File: config.mk
export PLATFORM = sky130hd
export DESIGN_NAME = hng_select
export DESIGN_NICKNAME = d
export VERILOG_FILES = /design/src/rtl/core/hng_pkg.sv /design/src/rtl/core/hng_select.sv
export SDC_FILE = /design/constraint.sdc
export NUM_CORES = 1
export LEC_CHECK = 0
export BUFFER_PORTS_ARGS = -buffer_cell sky130_fd_sc_hd__buf_2
export CAP_MARGIN = 20
export CORE_MARGIN = 2
export CORE_UTILIZATION = 33
export DETAILED_ROUTE_END_ITERATION = 16
export PLACE_DENSITY = 0.54
export SLEW_MARGIN = 30
export SYNTH_ARGS = -nofsm -noshare
export SYNTH_HDL_FRONTEND = slang
export SYNTH_SLANG_ARGS = --single-unit
File: constraint.sdc
create_clock -name vclk -period 8.5
set_input_delay 0 -clock vclk [all_inputs]
set_output_delay 0 -clock vclk [all_outputs]
set_load 0.1 [all_outputs]
File: src/rtl/core/hng_pkg.sv
// Shared types for the Hamming number generator.
// Holds the control-state enum and the pointer-advance flag group.
// No dependencies.
package hng_pkg;

    // Width of the requested position
    localparam int POS_W = 12;

    typedef enum logic [1:0] {
        S_IDLE,
        S_STEP,
        S_FETCH,
        S_DONE
    } t_state;

    // One flag for each factor pointer (2, 3, 5)
    typedef struct packed {
        logic step_2;
        logic step_3;
        logic step_5;
    } t_adv;

endpackage

File: src/rtl/core/hng_select.sv
// Candidate former and minimum selector for the Hamming sequence.
// Forms saturated 2x, 3x and 5x products and picks the smallest.
// Depends on hng_pkg.
module hng_select #(
    parameter int VALUE_WIDTH = 40
) (
    input  logic [VALUE_WIDTH-1:0] i_v2,
    input  logic [VALUE_WIDTH-1:0] i_v3,
    input  logic [VALUE_WIDTH-1:0] i_v5,
    output logic [VALUE_WIDTH-1:0] o_best,
    output hng_pkg::t_adv          o_adv
);
    import hng_pkg::*;

    logic [VALUE_WIDTH:0]   w2;
    logic [VALUE_WIDTH+1:0] w3;
    logic [VALUE_WIDTH+2:0] w5;
    logic [VALUE_WIDTH-1:0] c2;
    logic [VALUE_WIDTH-1:0] c3;
    logic [VALUE_WIDTH-1:0] c5;

    // Shift-add products; any carry past the top saturates to all ones
    assign w2 = {i_v2, 1'b0};
    assign w3 = {2'b00, i_v3} + {1'b0, i_v3, 1'b0};
    assign w5 = {3'b000, i_v5} + {1'b0, i_v5, 2'b00};

    assign c2 = w2[VALUE_WIDTH] ? '1 : w2[VALUE_WIDTH-1:0];
    assign c3 = (|w3[VALUE_WIDTH+1:VALUE_WIDTH]) ? '1 : w3[VALUE_WIDTH-1:0];
    assign c5 = (|w5[VALUE_WIDTH+2:VALUE_WIDTH]) ? '1 : w5[VALUE_WIDTH-1:0];

    always_comb begin
        o_best = c2;
        if (c3 < o_best) begin
            o_best = c3;
        end
        if (c5 < o_best) begin
            o_best = c5;
        end
        // Advance every pointer that matches, so duplicates are skipped
        o_adv.step_2 = (c2 == o_best);
        o_adv.step_3 = (c3 == o_best);
        o_adv.step_5 = (c5 == o_best);
    end

endmodule

# [Yosys cells after proc, flatten, opt, wreduce, memory -nomap -nowiden]
# Index checks and enable logic that the tools add are counted.
[word_totals] out_inout_bits=43 input_bits=120 ff_bits=0 word_cells=14
[op_classes] eq_ne=3 add_sub_neg=2 n_lt_le_gt_ge=2 n_reduce_logical=2 n_mux=5
[ops] op="two-way mux 40 bit" count=5
[ops] op="== test 40 bit" count=3
[ops] op="less-than comparator 40 bit" count=2
[ops] op="adder 40 x 42 -> 43 bit" count=1
[ops] op="adder 40 x 41 -> 42 bit" count=1
[ops] op="OR reduction 3 bit" count=1
[ops] op="OR reduction 2 bit" count=1

# [Logic depth before layout (Yosys ltp)]
# Gate-level depths: netlist of run 1.
[logic_depth] depth_word=8 mapped_depth=43 depth_no_buf=35

# [Least setup slack after synthesis of run 1]
# OpenSTA, ideal clock, no wires.
[synth_timing] path_type="input -> output" startpoint="in i_v3[0]" endpoint="out o_adv[1] (netlist bit)" required_time_ns=8.500 arrival_time_ns=11.499 stages=40 slack_ns=-2.999 path_buffers=7 cell_sequence="ha_1 > fa_1 > a211oi_1 > o211ai_1 > and3_1 > o2111ai_1 > nor3b_4 > a21boi_2 > buf_4 > buf_6 > buf_6 > buf_2 > nand2_1 > ha_1 > nand4_1 > nor4_2 > nand4_1 > or3_1 > (+4 left out) > buf_2 > nor2_1 > a21oi_1 > inv_1 > ha_1 > nand2_1 > nor3_1 > nand3_1 > o32a_1 > and2_1 > a32o_1 > o21a_1 > a21oi_4 > mux2i_1 > xor2_1 > a2111oi_2 > o2111ai_1 > nor4_2"
[synth_rtl] element="start, declared" line="hng_select.sv:8" source="input logic [VALUE_WIDTH-1:0] i_v3,"
[synth_rtl] element="end, declared" line="hng_select.sv:11" source="output hng_pkg::t_adv o_adv"

==> impl_metrics.env, run 1 <==
export IMPL_status="finished with violations"
export IMPL_violations="negative setup slack"
export IMPL_finish_utilization=0.535
export IMPL_wl_mm=59.4
export IMPL_crit_top_cell="buf_4"
export IMPL_num_clock_buffers=0
export IMPL_avgViaCountPerCell=5.92
export IMPL_portBuffers=163
export IMPL_syn2layout_area_growth_pct=60.6
export IMPL_antenna_found_initial=3
export IMPL_seq_area_frac_synth=0
export IMPL_slew_headroom=0.347
export IMPL_cts_hold_buffers=0
export IMPL_drv_slew=0
export IMPL_worstSetupEndpoint="o_adv[1]"
export IMPL_ys_types=109
export IMPL_rsz0062_at_grt="true"
export IMPL_slowest_delay_ns=0.58
export IMPL_crit_type="input port to output port"
export IMPL_critPathCaptureType="output port"
export IMPL_drtIter0Drc=1621
export IMPL_vias=15300
export IMPL_seq_cells=0
export IMPL_num_rows=66
export IMPL_postRouteAntennaNets=0
export IMPL_drtPass1Iterations=8
export IMPL_synth_cells=1574
export IMPL_dp_cells=2518
export IMPL_fin_area_um2=17300
export IMPL_final_hold_viol_count=0
export IMPL_gp_congestion=1.05
export IMPL_dp_hpwl_mm=49.2
export IMPL_die_area_um2=34000
export IMPL_syn_nets=1853
export IMPL_drv_cap=0
export IMPL_place_area_um2=15900
export IMPL_core_region_area_um2=32300
export IMPL_worstMarginPinSlew_ns=0.973
export IMPL_syn_area_um2=10800
export IMPL_first_global_vias=14300
export IMPL_hold_slack_ns=0.765
export IMPL_path_max_fanout=8
export IMPL_mostFrequentLayoutCell="buf_4"
export IMPL_io_pins=163
export IMPL_drt_met1_wl_mm=25.0
export IMPL_track_usage=0.331
export IMPL_grt_pass1_wl_mm=86.0
export IMPL_peakVddDrop_mv=0.399
export IMPL_critPathSlowestCell="or4b_1"
export IMPL_hold_path_class="input port to output port"
export IMPL_dr_wl_met3_mm=5.96
export IMPL_routed_wl_met2_mm=26.0
export IMPL_setup_worst_path_start="i_v3[1]"
export IMPL_wl_per_cell_um=22.9
export IMPL_instances_no_fill=2591
export IMPL_synth_area_per_cell_um2=6.83
export IMPL_fillCellCount=3184
export IMPL_setup_viol=2
export IMPL_fmax_mhz=115
export IMPL_worstPathRequired_ns=8.50
export IMPL_power_leakage_nw=7.68
export IMPL_worstPathArrival_ns=8.73
export IMPL_nets=2429
export IMPL_start_util=0.333
export IMPL_fp_dieH_um=184
export IMPL_min_period_ns=8.73
export IMPL_synth_warnings=0
export IMPL_regArea_um2=0
export IMPL_finalCritPeriodShare=1.03
export IMPL_overflow=0
export IMPL_drive_above_1_share=0.392
export IMPL_die_w_um=184
export IMPL_maxUsedRoutingLayer="met5"
export IMPL_crit_path_start_kind="input port"
export IMPL_grt_max_degree=55
export IMPL_timing_final_ws_setup_ns=-0.227
export IMPL_drc=0
export IMPL_power_density_nw_per_um2=253
export IMPL_layout_common_cells="buf_4, ha_1, nand2_1"
[what timing repair did]
item | in CTS | in global routing
gates cloned | 2 | 1
buffers inserted | 52 | 19
setup endpoints to repair | 3 | 3
resized for setup | 67 | 84
pin swaps | 49 | 59
[power breakdown]
part / leakage [nW] / internal (mW) / switching, mW
clock network: 0.00000634 / 0.0000000158 / 0
registers: 0 / 0 / 0
logic: 7.68 / 1.82 / 2.54
total: 7.68 / 1.82 / 2.54
[synth_stat cells (all sizes together), types with 19 or more instances]
library cell,n,share of area
ha,157,0.18
a21oi,152,0.072
nand2,143,0.052
nor2,136,0.048
o21ai,109,0.052
inv,96,0.034
xnor2,75,0.061
xor2,46,0.037
nand3,42,0.020
nor3,38,0.018
buf,37,0.022
nand4,37,0.022
a211oi,33,0.024
clkbuf,26,0.0091
mux2i,26,0.027
and2,25,0.015
o211ai,22,0.018
a21o,21,0.015
o22ai,21,0.013
o21a,20,0.014
nor4,19,0.013
[worst min path at each step]
stage,startpoint,endpoint,cells past startpoint
2_1_floorplan,i_v2[11],o_adv[2],4
3_3_place_gp,i_v2[11],o_adv[2],6
3_5_place_dp,i_v2[11],o_adv[2],6
4_1_cts,i_v2[11],o_adv[2],6
5_1_grt,i_v2[11],o_adv[2],6
6_report,i_v5[1],o_best[1],7
[per-layer routing]
layer  global-route usage  vias up
li1                     -     7164
met1                0.448     7186
met2                0.527      831
met3               0.0573      144
met4                0.115        2
met5                    0        -
[cells by family (layout without fill, tap and decap cells)]
logic type / count (synthesis) / count (layout) / share of synthesized area
muxes: 30 / 30 / 0.0318
adders and majority gates: 159 / 159 / 0.186
and+or+nand+nor: 531 / 531 / 0.245
other: 0 / 1 / 0
AOI/OAI and AO/OA: 574 / 576 / 0.374
xor gates and xnor gates: 121 / 121 / 0.0986
buffers and inverters: 159 / 731 / 0.0642
[final cells by class]
cell class                      count  area [um2]  share of cell area
Antenna cell                        1        2.50            0.000145
Inverter                           96         360              0.0209
Multi-Input combinational cell   1417       11100               0.641
Tap cell                          442         553              0.0320
Timing Repair Buffer              635        5280               0.306
[critical path, delay by kind of cell]
family	cells	cell delay, ns
AND/OR/NAND/NOR	13	2.80
AO/OA/AOI/OAI	12	2.56
buffers and inverters	12	1.91
adder cells (fa/ha/maj)	4	1.08
multiplexers	1	0.33
[through the flow]
step,worst slack [ns],power (mW),setup TNS [ns]
after floorplan,-0.759,2.23,-1.72
after global placement,-0.525,3.85,-0.973
after detailed placement,-0.653,3.85,-1.50
after CTS,-0.0734,4.11,-0.135
after global routing,-0.492,4.52,-1.16
final,-0.227,4.36,-0.449
(Power assumes the default switching activity.)
==> run 2: changes to the inputs <==
- CORE_MARGIN: 2 -> not set
- CORE_UTILIZATION: 33 -> 56
- GPL_ROUTABILITY_DRIVEN: not set -> 0
- PLACE_DENSITY: 0.54 -> 0.83
==> impl_metrics.env, run 2 <==
export IMPL_status="stopped before the end"
export IMPL_failed_stage="5_1_grt"
export IMPL_error="[ERROR GRT-0232] Routing congestion too high. Check the congestion heatmap in the GUI."
export IMPL_syn_nets=1853
export IMPL_grt_max_degree=50
export IMPL_die_w_um=141
export IMPL_start_util=0.573
export IMPL_syn_area_um2=10800
export IMPL_synth_adder_area_share=0.186
export IMPL_io_pins=163
export IMPL_dp_hpwl_mm=39.4
export IMPL_synth_top_family_by_area="compound AO/OA/AOI/OAI gates"
export IMPL_synth_warnings=0
export IMPL_seq_area_frac_synth=0
export IMPL_num_rows=50
export IMPL_synthMuxAreaShare=0.0318
export IMPL_portBuffers=163
export IMPL_dpl_worst_slack_ns=-0.505
export IMPL_synth_area_per_cell_um2=6.83
export IMPL_synth_xor_area_frac=0.0986
export IMPL_overflow=64
export IMPL_synth_common_cells="ha_1, a21oi_1, nand2_1, nor2_1"
export IMPL_synth_cells=1574
export IMPL_synth_area_leaders="ha_1, a21oi_1, xnor2_1, nand2_1, nor2_1"
export IMPL_worst_ep_kind="top-level output"
export IMPL_ys_types=109
export IMPL_dp_cells=2131
export IMPL_cts_hold_buffers=0
export IMPL_crit_endpoint="o_adv[2]"
export IMPL_yosysTopAreaCellShare=0.183
export IMPL_yosysTopAreaCell="ha_1"
export IMPL_synthSimpleGateAreaFrac=0.245
export IMPL_fp_dieH_um=141
export IMPL_synth_compound_area_frac=0.374
export IMPL_synth_most_common_cell="ha_1"
export IMPL_track_usage=0.748
==> run 2: cell counts after synthesis <==
Identical to the previous run, type by type.
==> run 2: stage by stage <==
step	hold WS, ns	area, um2
floorplan	0.371	11100
global placement	0.667	14100
detailed placement	0.666	14100
CTS	0.700	14300
==> run 2: layer usage <==
layer	overflow	track usage
met1	3	0.757
met4	23	0.673
met5	0	0.321
met2	34	0.912
met3	4	0.626
==> run 2: cells by family after synthesis <==
group                      after synthesis
AOI/OAI and AO/OA                      574
xor gates and xnor gates               121
adders and majority gates              159
buffers and inverters                  159
and+or+nand+nor                        531
muxes                                   30
==> run 2: what timing repair did <==
item                       4_1_cts
setup endpoints to repair        3
gates cloned                     1
resized for setup               22
setup buffers                   11
pin swaps                       12
